--- src/hw/rtl/slsr_pkg.sv ---
package slsr_pkg;

  // default sizes
  localparam int QUEUE_DEPTH   = 16;
  localparam int KEY_BYTES_MAX = 16;

  // configuration register indexes
  localparam int CFG_IDX_W = 2;
  localparam logic [CFG_IDX_W-1:0] CFG_LEFT_SLOTS  = 2'd0;
  localparam logic [CFG_IDX_W-1:0] CFG_RIGHT_SLOTS = 2'd1;
  localparam logic [CFG_IDX_W-1:0] CFG_SIDE_PARAM  = 2'd2;
  localparam int CFG_DATA_W = 8;

  // configuration reset values
  localparam logic [7:0] LEFT_SLOTS_RST  = 8'd64;
  localparam logic [7:0] RIGHT_SLOTS_RST = 8'd64;
  localparam logic [7:0] SIDE_PARAM_RST  = 8'd0;

  // item actions
  localparam logic [1:0] ACT_FRAME     = 2'd0;
  localparam logic [1:0] ACT_TASK_DONE = 2'd1;
  localparam logic [1:0] ACT_KEY_LOAD  = 2'd2;
  localparam logic [1:0] ACT_POP       = 2'd3;

  // link opcodes and reply codes
  localparam logic [7:0] OP_KEY_REQ     = 8'hC1;
  localparam logic [7:0] HDR_KEY_STATE  = 8'hC2;
  localparam logic [7:0] OP_TASK_FIRST  = 8'hD1;
  localparam logic [7:0] OP_TASK_LAST   = 8'hD4;
  localparam logic [7:0] OP_IDLE_CHECK  = 8'hDF;
  localparam logic [7:0] OP_KEY_CHANGE  = 8'hE1;
  localparam logic [7:0] OP_PARAM_CHANGE = 8'hE2;
  localparam logic [7:0] RSP_ACK        = 8'hF0;
  localparam logic [7:0] RSP_NACK       = 8'hF1;

  // result kinds
  localparam logic KIND_TX  = 1'b0;
  localparam logic KIND_POP = 1'b1;

  // queue entry layout: {value, slot_or_param, op}
  localparam int ENTRY_W = 24;

  typedef struct packed {
    logic [1:0] action;
    logic [4:0] frame_length;
    logic [7:0] command;
    logic [7:0] first_arg;
    logic [7:0] second_arg;
    logic [3:0] key_byte_index;
    logic [7:0] key_byte_value;
  } in_item_t;

  typedef struct packed {
    logic       kind;
    logic [7:0] tx_byte;
    logic       tx_last;
    logic       entry_present;
    logic [7:0] entry_op;
    logic [7:0] entry_slot_or_param;
    logic [7:0] entry_value;
    logic [7:0] pending_task;
    logic       on_right;
    logic       queue_dropped;
  } out_item_t;

  typedef enum logic [1:0] {
    ST_IDLE,
    ST_POP,
    ST_SEND
  } state_e;

  // what an item needs from the controller
  typedef enum logic [1:0] {
    CLS_NONE,
    CLS_REPLY,
    CLS_POP
  } item_class_e;

  typedef struct packed {
    logic take;
    logic pop_load;
    logic key_next;
  } ctrl_cmd_t;

  typedef struct packed {
    item_class_e cls;
    logic        keys_more;
  } dp_status_t;

endpackage

--- src/hw/rtl/slsr_if.sv ---
interface slsr_in_if;
  logic                valid;
  logic                ready;
  slsr_pkg::in_item_t  data;

  modport source (output valid, output data, input ready);
  modport sink   (input valid, input data, output ready);
endinterface

interface slsr_out_if;
  logic                valid;
  logic                ready;
  slsr_pkg::out_item_t data;

  modport source (output valid, output data, input ready);
  modport sink   (input valid, input data, output ready);
endinterface

--- src/hw/rtl/slsr_ram.sv ---
module slsr_ram #(
  parameter int Width = 8,
  parameter int Depth = 16,
  localparam int AddrW = (Depth > 1) ? $clog2(Depth) : 1
) (
  input  logic             clk_i,
  input  logic             we_i,
  input  logic [AddrW-1:0] waddr_i,
  input  logic [Width-1:0] wdata_i,
  input  logic             re_i,
  input  logic [AddrW-1:0] raddr_i,
  output logic [Width-1:0] rdata_o
);

  logic [Width-1:0] mem_q [Depth];
  logic [Width-1:0] rdata_q;

  always_ff @(posedge clk_i) begin
    if (we_i) begin
      mem_q[waddr_i] <= wdata_i;
    end
    if (re_i) begin
      rdata_q <= mem_q[raddr_i];
    end
  end

  assign rdata_o = rdata_q;

endmodule

--- src/hw/rtl/slsr_ctrl.sv ---
module slsr_ctrl (
  input  logic                   clk_i,
  input  logic                   rst_ni,
  input  logic                   in_valid_i,
  output logic                   in_ready_o,
  output logic                   out_valid_o,
  input  logic                   out_ready_i,
  input  slsr_pkg::dp_status_t   status_i,
  output slsr_pkg::ctrl_cmd_t    cmd_o
);

  slsr_pkg::state_e state_q, state_d;
  logic take;

  assign take = in_valid_i && (state_q == slsr_pkg::ST_IDLE);

  // next state
  always_comb begin
    state_d = state_q;
    case (state_q)
      slsr_pkg::ST_IDLE: begin
        if (take) begin
          case (status_i.cls)
            slsr_pkg::CLS_REPLY: state_d = slsr_pkg::ST_SEND;
            slsr_pkg::CLS_POP:   state_d = slsr_pkg::ST_POP;
            default:             state_d = slsr_pkg::ST_IDLE;
          endcase
        end
      end
      slsr_pkg::ST_POP: begin
        state_d = slsr_pkg::ST_SEND;
      end
      slsr_pkg::ST_SEND: begin
        if (out_ready_i && !status_i.keys_more) begin
          state_d = slsr_pkg::ST_IDLE;
        end
      end
      default: state_d = slsr_pkg::ST_IDLE;
    endcase
  end

  // outputs
  always_comb begin
    in_ready_o     = 1'b0;
    out_valid_o    = 1'b0;
    cmd_o.take     = 1'b0;
    cmd_o.pop_load = 1'b0;
    cmd_o.key_next = 1'b0;
    case (state_q)
      slsr_pkg::ST_IDLE: begin
        in_ready_o = 1'b1;
        cmd_o.take = in_valid_i;
      end
      slsr_pkg::ST_POP: begin
        cmd_o.pop_load = 1'b1;
      end
      slsr_pkg::ST_SEND: begin
        out_valid_o    = 1'b1;
        cmd_o.key_next = out_ready_i && status_i.keys_more;
      end
      default: begin
        in_ready_o = 1'b0;
      end
    endcase
  end

  always_ff @(posedge clk_i or negedge rst_ni) begin
    if (!rst_ni) begin
      state_q <= slsr_pkg::ST_IDLE;
    end else begin
      state_q <= state_d;
    end
  end

endmodule

--- src/hw/rtl/slsr_dp.sv ---
module slsr_dp #(
  parameter int QueueDepth  = slsr_pkg::QUEUE_DEPTH,
  parameter int KeyBytesMax = slsr_pkg::KEY_BYTES_MAX
) (
  input  logic                                clk_i,
  input  logic                                rst_ni,
  input  logic                                cfg_we_i,
  input  logic [slsr_pkg::CFG_IDX_W-1:0]      cfg_idx_i,
  input  logic [slsr_pkg::CFG_DATA_W-1:0]     cfg_wdata_i,
  input  slsr_pkg::in_item_t                  item_i,
  input  slsr_pkg::ctrl_cmd_t                 cmd_i,
  output slsr_pkg::dp_status_t                status_o,
  output slsr_pkg::out_item_t                 result_o
);

  localparam int QW  = (QueueDepth > 1) ? $clog2(QueueDepth) : 1;
  localparam int QCW = $clog2(QueueDepth + 1);
  localparam int KIW = (KeyBytesMax > 1) ? $clog2(KeyBytesMax) : 1;
  localparam int KCW = $clog2(KeyBytesMax + 1);

  // configuration
  logic [7:0] left_slots_q, right_slots_q, side_param_q;

  // block state
  logic [7:0]     task_q;
  logic [7:0]     key_store_q [KeyBytesMax];
  logic [KCW-1:0] key_count_q;
  logic           right_q;
  logic [QW-1:0]  rd_ptr_q, wr_ptr_q;
  logic [QCW-1:0] cnt_q;
  logic [KCW-1:0] key_idx_q;
  logic           streaming_q;
  slsr_pkg::out_item_t out_q, out_d;

  // decode
  logic           frame_ok, is_idle, is_task, is_key_req, is_change;
  logic           q_full, q_empty;
  logic [8:0]     slot_sum;
  logic [5:0]     slot_bytes;
  logic [KCW-1:0] key_count_d;
  logic           ram_we, ram_re;
  logic [slsr_pkg::ENTRY_W-1:0] ram_rdata;
  logic [7:0]     pop_op, pop_arg, pop_val;
  logic           right_d;
  logic [QW-1:0]  wr_ptr_inc, rd_ptr_inc;

  assign frame_ok   = (item_i.action == slsr_pkg::ACT_FRAME) && (item_i.frame_length != 5'd0);
  assign is_idle    = frame_ok && (item_i.command == slsr_pkg::OP_IDLE_CHECK);
  assign is_task    = frame_ok && (item_i.command >= slsr_pkg::OP_TASK_FIRST)
                      && (item_i.command <= slsr_pkg::OP_TASK_LAST);
  assign is_key_req = frame_ok && (item_i.command == slsr_pkg::OP_KEY_REQ);
  assign is_change  = frame_ok && ((item_i.command == slsr_pkg::OP_KEY_CHANGE)
                      || (item_i.command == slsr_pkg::OP_PARAM_CHANGE));

  assign q_full  = (cnt_q == QCW'(QueueDepth));
  assign q_empty = (cnt_q == '0);

  always_comb begin
    status_o.cls = slsr_pkg::CLS_NONE;
    if (is_idle || is_task || is_key_req || is_change) begin
      status_o.cls = slsr_pkg::CLS_REPLY;
    end else if (item_i.action == slsr_pkg::ACT_POP) begin
      status_o.cls = q_empty ? slsr_pkg::CLS_REPLY : slsr_pkg::CLS_POP;
    end
    status_o.keys_more = streaming_q && (key_idx_q < key_count_q);
  end

  // key byte count for the current side, saturated
  assign slot_sum   = {1'b0, (right_q ? right_slots_q : left_slots_q)} + 9'd7;
  assign slot_bytes = slot_sum[8:3];
  assign key_count_d = (slot_bytes > 6'(KeyBytesMax)) ? KCW'(KeyBytesMax)
                                                      : KCW'(slot_bytes);

  // queue memory
  assign ram_we = cmd_i.take && is_change && !q_full;
  assign ram_re = cmd_i.take && (item_i.action == slsr_pkg::ACT_POP) && !q_empty;

  assign wr_ptr_inc = (wr_ptr_q == QW'(QueueDepth - 1)) ? '0 : wr_ptr_q + 1'b1;
  assign rd_ptr_inc = (rd_ptr_q == QW'(QueueDepth - 1)) ? '0 : rd_ptr_q + 1'b1;

  slsr_ram #(
    .Width(slsr_pkg::ENTRY_W),
    .Depth(QueueDepth)
  ) u_queue_ram (
    .clk_i  (clk_i),
    .we_i   (ram_we),
    .waddr_i(wr_ptr_q),
    .wdata_i({item_i.second_arg, item_i.first_arg, item_i.command}),
    .re_i   (ram_re),
    .raddr_i(rd_ptr_q),
    .rdata_o(ram_rdata)
  );

  assign pop_op  = ram_rdata[7:0];
  assign pop_arg = ram_rdata[15:8];
  assign pop_val = ram_rdata[23:16];
  // a popped side parameter change sets the board half: right when its value is zero
  assign right_d = ((pop_op == slsr_pkg::OP_PARAM_CHANGE) && (pop_arg == side_param_q))
                   ? (pop_val == 8'd0) : right_q;

  // control state
  always_ff @(posedge clk_i or negedge rst_ni) begin
    if (!rst_ni) begin
      left_slots_q  <= slsr_pkg::LEFT_SLOTS_RST;
      right_slots_q <= slsr_pkg::RIGHT_SLOTS_RST;
      side_param_q  <= slsr_pkg::SIDE_PARAM_RST;
      task_q        <= '0;
      key_count_q   <= '0;
      right_q       <= 1'b0;
      rd_ptr_q      <= '0;
      wr_ptr_q      <= '0;
      cnt_q         <= '0;
      key_idx_q     <= '0;
      streaming_q   <= 1'b0;
      for (int i = 0; i < KeyBytesMax; i++) begin
        key_store_q[i] <= '0;
      end
    end else begin
      if (cfg_we_i) begin
        case (cfg_idx_i)
          slsr_pkg::CFG_LEFT_SLOTS:  left_slots_q  <= cfg_wdata_i;
          slsr_pkg::CFG_RIGHT_SLOTS: right_slots_q <= cfg_wdata_i;
          slsr_pkg::CFG_SIDE_PARAM:  side_param_q  <= cfg_wdata_i;
          default: ;
        endcase
      end
      if (cmd_i.take) begin
        streaming_q <= is_key_req;
        key_idx_q   <= '0;
        if (is_task) begin
          task_q <= item_i.command;
        end
        if (item_i.action == slsr_pkg::ACT_TASK_DONE) begin
          task_q <= '0;
        end
        if (item_i.action == slsr_pkg::ACT_KEY_LOAD) begin
          key_count_q <= key_count_d;
          for (int i = 0; i < KeyBytesMax; i++) begin
            if ({1'b0, item_i.key_byte_index} == 5'(i)) begin
              key_store_q[i] <= item_i.key_byte_value;
            end
          end
        end
        if (ram_we) begin
          wr_ptr_q <= wr_ptr_inc;
          cnt_q    <= cnt_q + 1'b1;
        end
        if (ram_re) begin
          rd_ptr_q <= rd_ptr_inc;
          cnt_q    <= cnt_q - 1'b1;
        end
      end
      if (cmd_i.pop_load) begin
        right_q <= right_d;
      end
      if (cmd_i.key_next) begin
        key_idx_q <= key_idx_q + 1'b1;
      end
    end
  end

  // result register
  always_comb begin
    out_d = out_q;
    if (cmd_i.take) begin
      out_d.kind                = slsr_pkg::KIND_TX;
      out_d.tx_byte             = slsr_pkg::RSP_ACK;
      out_d.tx_last             = 1'b1;
      out_d.entry_present       = 1'b0;
      out_d.entry_op            = '0;
      out_d.entry_slot_or_param = '0;
      out_d.entry_value         = '0;
      out_d.pending_task        = is_task ? item_i.command : task_q;
      out_d.on_right            = right_q;
      out_d.queue_dropped       = is_change && q_full;
      if (is_idle && (task_q != 8'd0)) begin
        out_d.tx_byte = slsr_pkg::RSP_NACK;
      end
      if (is_key_req) begin
        out_d.tx_byte = slsr_pkg::HDR_KEY_STATE;
        out_d.tx_last = (key_count_q == '0);
      end
      if (item_i.action == slsr_pkg::ACT_POP) begin
        out_d.kind    = slsr_pkg::KIND_POP;
        out_d.tx_byte = '0;
        out_d.tx_last = 1'b0;
      end
    end
    if (cmd_i.pop_load) begin
      out_d.entry_present       = 1'b1;
      out_d.entry_op            = pop_op;
      out_d.entry_slot_or_param = pop_arg;
      out_d.entry_value         = pop_val;
      out_d.on_right            = right_d;
    end
    if (cmd_i.key_next) begin
      out_d.tx_byte = key_store_q[key_idx_q[KIW-1:0]];
      out_d.tx_last = ((key_idx_q + 1'b1) == key_count_q);
    end
  end

  always_ff @(posedge clk_i) begin
    out_q <= out_d;
  end

  assign result_o = out_q;

`ifndef SYNTHESIS
  a_cnt_bound: assert property (@(posedge clk_i) disable iff (!rst_ni)
    cnt_q <= QCW'(QueueDepth))
    else $error("queue count beyond depth");

  a_no_write_full: assert property (@(posedge clk_i) disable iff (!rst_ni)
    ram_we |-> !q_full && !ram_re)
    else $error("queue written while full or popped");

  a_pop_after_read: assert property (@(posedge clk_i) disable iff (!rst_ni)
    cmd_i.pop_load |-> $past(ram_re))
    else $error("pop result taken without a queue read");

  a_key_in_range: assert property (@(posedge clk_i) disable iff (!rst_ni)
    cmd_i.key_next |-> streaming_q && (key_idx_q < KCW'(KeyBytesMax)))
    else $error("key byte read out of range");
`endif

endmodule

--- src/hw/rtl/split_link_slave_responder_core.sv ---
// timing: a reply beat is offered the cycle after its item is accepted, a pop report
// that finds an entry after the queue read state; a key-state reply is 1 + key count beats
// throughput: one item at a time, one beat a cycle while the sink takes them; the next item
// is taken the cycle after the last beat is taken, items without a reply send no beat
// reset: asynchronous, active low; slot counts 64, side index 0, queue empty, key bytes
// zero, left half; queue memory contents are not cleared
module split_link_slave_responder_core #(
  parameter int QueueDepth  = slsr_pkg::QUEUE_DEPTH,
  parameter int KeyBytesMax = slsr_pkg::KEY_BYTES_MAX
) (
  input  logic                            clk_i,
  input  logic                            rst_ni,
  // configuration writes
  input  logic                            cfg_we_i,
  input  logic [slsr_pkg::CFG_IDX_W-1:0]  cfg_idx_i,
  input  logic [slsr_pkg::CFG_DATA_W-1:0] cfg_wdata_i,
  // item and result channels
  slsr_in_if.sink                         in_chan,
  slsr_out_if.source                      out_chan
);

  // command and status between controller and datapath
  slsr_pkg::ctrl_cmd_t  cmd;
  slsr_pkg::dp_status_t status;

  // controller: idle / queue read / send beat
  slsr_ctrl u_ctrl (
    .clk_i      (clk_i),
    .rst_ni     (rst_ni),
    .in_valid_i (in_chan.valid),
    .in_ready_o (in_chan.ready),
    .out_valid_o(out_chan.valid),
    .out_ready_i(out_chan.ready),
    .status_i   (status),
    .cmd_o      (cmd)
  );

  // datapath: frame decode, task latch, key store, state-change queue,
  // result register that holds the current beat
  slsr_dp #(
    .QueueDepth (QueueDepth),
    .KeyBytesMax(KeyBytesMax)
  ) u_dp (
    .clk_i      (clk_i),
    .rst_ni     (rst_ni),
    .cfg_we_i   (cfg_we_i),
    .cfg_idx_i  (cfg_idx_i),
    .cfg_wdata_i(cfg_wdata_i),
    .item_i     (in_chan.data),
    .cmd_i      (cmd),
    .status_o   (status),
    .result_o   (out_chan.data)
  );

endmodule
--- src/flat_wrapper.sv ---
// flat-port wrapper written by rule: the top's interface ports become plain ports
module split_link_slave_responder_core_flat 
#(
  parameter int QueueDepth  = slsr_pkg::QUEUE_DEPTH,
  parameter int KeyBytesMax = slsr_pkg::KEY_BYTES_MAX
)
  (clk_i, rst_ni, cfg_we_i, cfg_idx_i, cfg_wdata_i, in_chan_valid, in_chan_data, in_chan_ready, out_chan_valid, out_chan_data, out_chan_ready);
  slsr_in_if in_chan_i ();
  slsr_out_if out_chan_i ();
  input  logic clk_i;
  input  logic rst_ni;
  input  logic cfg_we_i;
  input  logic [slsr_pkg::CFG_IDX_W-1:0] cfg_idx_i;
  input  logic [slsr_pkg::CFG_DATA_W-1:0] cfg_wdata_i;
  input wire logic [$bits(in_chan_i.valid)-1:0] in_chan_valid;
  input wire logic [$bits(in_chan_i.data)-1:0] in_chan_data;
  output wire logic [$bits(in_chan_i.ready)-1:0] in_chan_ready;
  output wire logic [$bits(out_chan_i.valid)-1:0] out_chan_valid;
  output wire logic [$bits(out_chan_i.data)-1:0] out_chan_data;
  input wire logic [$bits(out_chan_i.ready)-1:0] out_chan_ready;
  assign in_chan_i.valid = in_chan_valid;
  assign in_chan_i.data = in_chan_data;
  assign in_chan_ready = in_chan_i.ready;
  assign out_chan_valid = out_chan_i.valid;
  assign out_chan_data = out_chan_i.data;
  assign out_chan_i.ready = out_chan_ready;
  split_link_slave_responder_core #(.QueueDepth(QueueDepth), .KeyBytesMax(KeyBytesMax)) u_core (.clk_i(clk_i), .rst_ni(rst_ni), .cfg_we_i(cfg_we_i), .cfg_idx_i(cfg_idx_i), .cfg_wdata_i(cfg_wdata_i), .in_chan(in_chan_i), .out_chan(out_chan_i));
endmodule
--- config.mk ---
export PLATFORM = sky130hd
export DESIGN_NAME = split_link_slave_responder_core_flat
export DESIGN_NICKNAME = d
export VERILOG_FILES = /design/src/hw/rtl/slsr_pkg.sv /design/src/hw/rtl/slsr_if.sv /design/src/hw/rtl/slsr_ram.sv /design/src/hw/rtl/slsr_ctrl.sv /design/src/hw/rtl/slsr_dp.sv /design/src/hw/rtl/split_link_slave_responder_core.sv /design/src/flat_wrapper.sv
export SDC_FILE = /design/constraint.sdc
export NUM_CORES = 1
export LEC_CHECK = 0
export ABC_CLOCK_PERIOD_IN_PS = 11600
export CAP_MARGIN = 40
export CORE_UTILIZATION = 45
export CTS_CLUSTER_SIZE = 12
export DETAILED_ROUTE_END_ITERATION = 8
export DONT_BUFFER_PORTS = 1
export GPL_ROUTABILITY_DRIVEN = 1
export PLACE_DENSITY = 0.59
export REMOVE_ABC_BUFFERS = 1
export SYNTH_ARGS = -nofsm -noshare
export SYNTH_HDL_FRONTEND = slang
export SYNTH_HIERARCHICAL = 1
export SYNTH_SLANG_ARGS = --single-unit
export TNS_END_PERCENT = 30
--- constraint.sdc ---
create_clock -name clk_i -period 11.6 [get_ports clk_i]
set_clock_uncertainty 0.2 [all_clocks]
set_input_delay 0.58 -clock clk_i [delete_from_list [all_inputs] [get_ports clk_i]]
set_output_delay 0.58 -clock clk_i [all_outputs]
set_load 0.05 [all_outputs]
==> results.yml <==
status:
  status: "complete, no violations"
power_and_ir_drop:
  cellPowerDensity_nw_per_um2: 204
  p_total_w: 0.00613
  leakagePower_nw: 10.9
  ir_worst_vdd_mv: 0.175
global_routing:
  grt_max_degree: 188
  grt_pass1_wl_mm: 88.5
  grt_usage_pct: 20.4
  antenna_found_initial: 3
  grt_overflow: 0
  grt_pass1_vias: 13700
die:
  die_h_um: 242
  die_w_um: 242
  die_area_sq_um: 58800
  start_util_pct: 45.9
  num_io_pins: 105
  core_sq_um: 56700
  num_rows: 87
final_layout:
  instances_no_fill: 2302
  design_area_sq_um: 30100
  area_growth_pct: 15.6
  fin_nets: 1562
  final_layout_size_suffix_gt1_share_pct: 30.8
  layout_commonest_cell: "edfxtp_1"
  utilization_pct: 53.0
  fillers: 4402
  layout_common_cells: "452 x edfxtp_1, 182 x dfrtp_1, 165 x mux2_2"
  layout.area.seq_sq_um: 18300
  multi_input_area_sq_um: 7460
synth:
  yosys.cell_types.count: 71
  netlist_area_sq_um: 26000
  avgSynthCellArea_sq_um: 18.5
  synth_seq_cells: 640
  async_reset_ff_share_pct: 29.2
  synth_edf_count: 452
  yosysWarnings: 6
  ys_seq_area_share_pct: 70.2
  netlist_instances: 1409
  synth_top_flop_cell: "edfxtp_1"
detailed_routing:
  routed.top_layer: "met4"
  vias_per_cell: 5.69
  ant_nets: 0
  drt-wirelength-per-cell_um: 25.4
  routedLengthMet1_mm: 25.5
  vias: 13100
  drtIter0Drc: 879
  met3RoutedLength_mm: 3.46
  wirelength_mm: 58.4
  dr.pass1.iters: 5
  drc: 0
  dr_wl_met2_mm: 27.9
clock_network:
  cts.root.buffer_cell: "clkbuf_16"
  cts_max_path_buffers: 3
  cts_hold_buffers: 44
  htreeDepth: 3
  cts_setup_buffers: 0
  clkTransAtPathRegs_ps: 60
  cts_buffers: 71
  cts_tree: "done"
  clock_sinks: 640
  cts_resized: 0
  insertion_delay_ps: 610
timing:
  finalCritPeriodShare_pct: 34.8
  worst_slew_pin_slew_ps: 1010
  finalWorstPathRequiredPeriod_ps: 4040
  setup_tns_ps: 0
  hold_viol: 0
  rsz0062_at_grt: "no"
  relSlewSlack_pct: 32.7
  fmax_ghz: 0.248
  setup_viol: 0
  slew_viol_final: 0
worst_setup_path:
  crit_required_ps: 11680
  rrSetupSlack_ps: 7560
  crit_type: "reg2reg"
  worstSetupEndpointType: "flip-flop"
  cp_max_fo: 22
  crit_path_start_kind: "flip-flop"
  crit_arrival_ps: 4120
flow_run:
  maxCapViolCount: 0
placement:
  globalplace.congestion: 0.790
  dpl.hpwl_mm: 35.7
  port_buffers: 0
  placement.cell_area_sq_um: 27300
  place_inst: 2131
min_path:
  hp-class: "in2reg"
## per-stage QoR
| step | hold WS, ps | setup slack (ps) |
|---|---|---|
| global placement | 90.2 | 7160 |
| floorplan | 84.4 | 6420 |
| CTS | 23.1 | 7540 |
| global route | 49.6 | 7390 |
| detailed placement | 90.1 | 7550 |
| finish | 58.9 | 7560 |
## metal layers
metal,global-route usage [%],vias up
li1,-,5766
met1,28.3,6881
met2,32.3,350
met3,4.69,93
met4,6.14,0
met5,0,-
## power by group
| group | internal (W) | total [W] | switching (W) | leakage (nW) |
|---|---|---|---|---|
| Clock | 0.00134 | 0.00222 | 0.000875 | 1.14 |
| Sequential | 0.00263 | 0.00285 | 0.000224 | 6.58 |
| Combinational | 0.000530 | 0.00106 | 0.000527 | 3.13 |
| Total | 0.00450 | 0.00613 | 0.00163 | 10.9 |
## cell type report
class | instances | area share (%)
Antenna cell | 2 | 0.0166
Clock buffer | 100 | 6.97
Clock inverter | 25 | 0.749
Inverter | 21 | 0.262
Multi-Input combinational cell | 684 | 24.8
Sequential cell | 640 | 60.8
Tap cell | 756 | 3.15
Timing Repair Buffer | 74 | 3.22
## registers in the layout, indices dropped and copies added, names as in the netlist
name and flops:
u_core/u_ctrl/state_q 2, u_core/u_dp/wr_ptr_q 4, u_core/u_dp/left_slots_q 8, u_core/u_dp/rd_ptr_q 4, u_core/u_dp/task_q 8, u_core/u_dp/cnt_q 5, u_core/u_dp/streaming_q 1, u_core/u_dp/key_idx_q 5
u_core/u_dp/result_o 45, u_core/u_dp/right_q 1, u_core/u_dp/side_param_q 8, u_core/u_dp/key_store_q 128, u_core/u_dp/u_queue_ram/rdata_o 24, u_core/u_dp/key_count_q 5, u_core/u_dp/u_queue_ram/mem_q 384, u_core/u_dp/right_slots_q 8
## worst paths after layout
kind,startpoint,to,depth (start not counted)
setup / recovery,u_core/u_ctrl/state_q[1],u_core/u_dp/u_queue_ram/mem_q[0][12],8
min in group asynchronous,rst_ni,u_core/u_dp/right_q,2
setup reg to reg,u_core/u_ctrl/state_q[1],u_core/u_dp/u_queue_ram/mem_q[0][12],8
max in group asynchronous,rst_ni,u_core/u_dp/wr_ptr_q[0],2
hold reg to reg,u_core/u_dp/cnt_q[4],u_core/u_dp/cnt_q[4],1
hold / removal,in_chan_data[42],u_core/u_dp/task_q[2],2
## kinds of logic after synthesis
| family | synth area share [%] |
|---|---|
| compound gates | 3.31 |
| xor+xnor | 0.943 |
| fa+ha+maj | 0.606 |
| buf+inv | 1.52 |
| flops | 70.2 |
| mux | 18.5 |
| simple gates | 4.83 |
## worst max-delay path: stages, from the launching register on
cell	delay, ps
dfrtp_1	410
nor2_2	490
and2_4	470
nand3_1	180
nor3b_4	500
or3b_2	610
nor3_2	260
buf_4	260
buf_4	300
## Yosys cell counts (all sizes together), types with 6 or more instances
cell,count,area [sq um]
nand2,60,225
buf,28,181
ha,11,138
xor2,6,52.6
inv,21,78.8
mux4,125,2820
nand4,6,37.5
nor2b,10,65.1
nor2,39,186
o21ai,15,78.8
and2,30,190
nor4,8,56.3
nor3,10,71.3
clkbuf,36,135
nand2b,7,43.8
nand3,15,80.1
o21a,6,45.0
a21oi,8,40.0
edfxtp,452,13600
dfrtp,185,4630
o22ai,8,50.1
a22oi,53,398
a31oi,6,37.5
mux2i,15,150
xnor2,22,193
o211ai,8,78.8
mux2,165,1860
(Power assumes the default switching activity.)
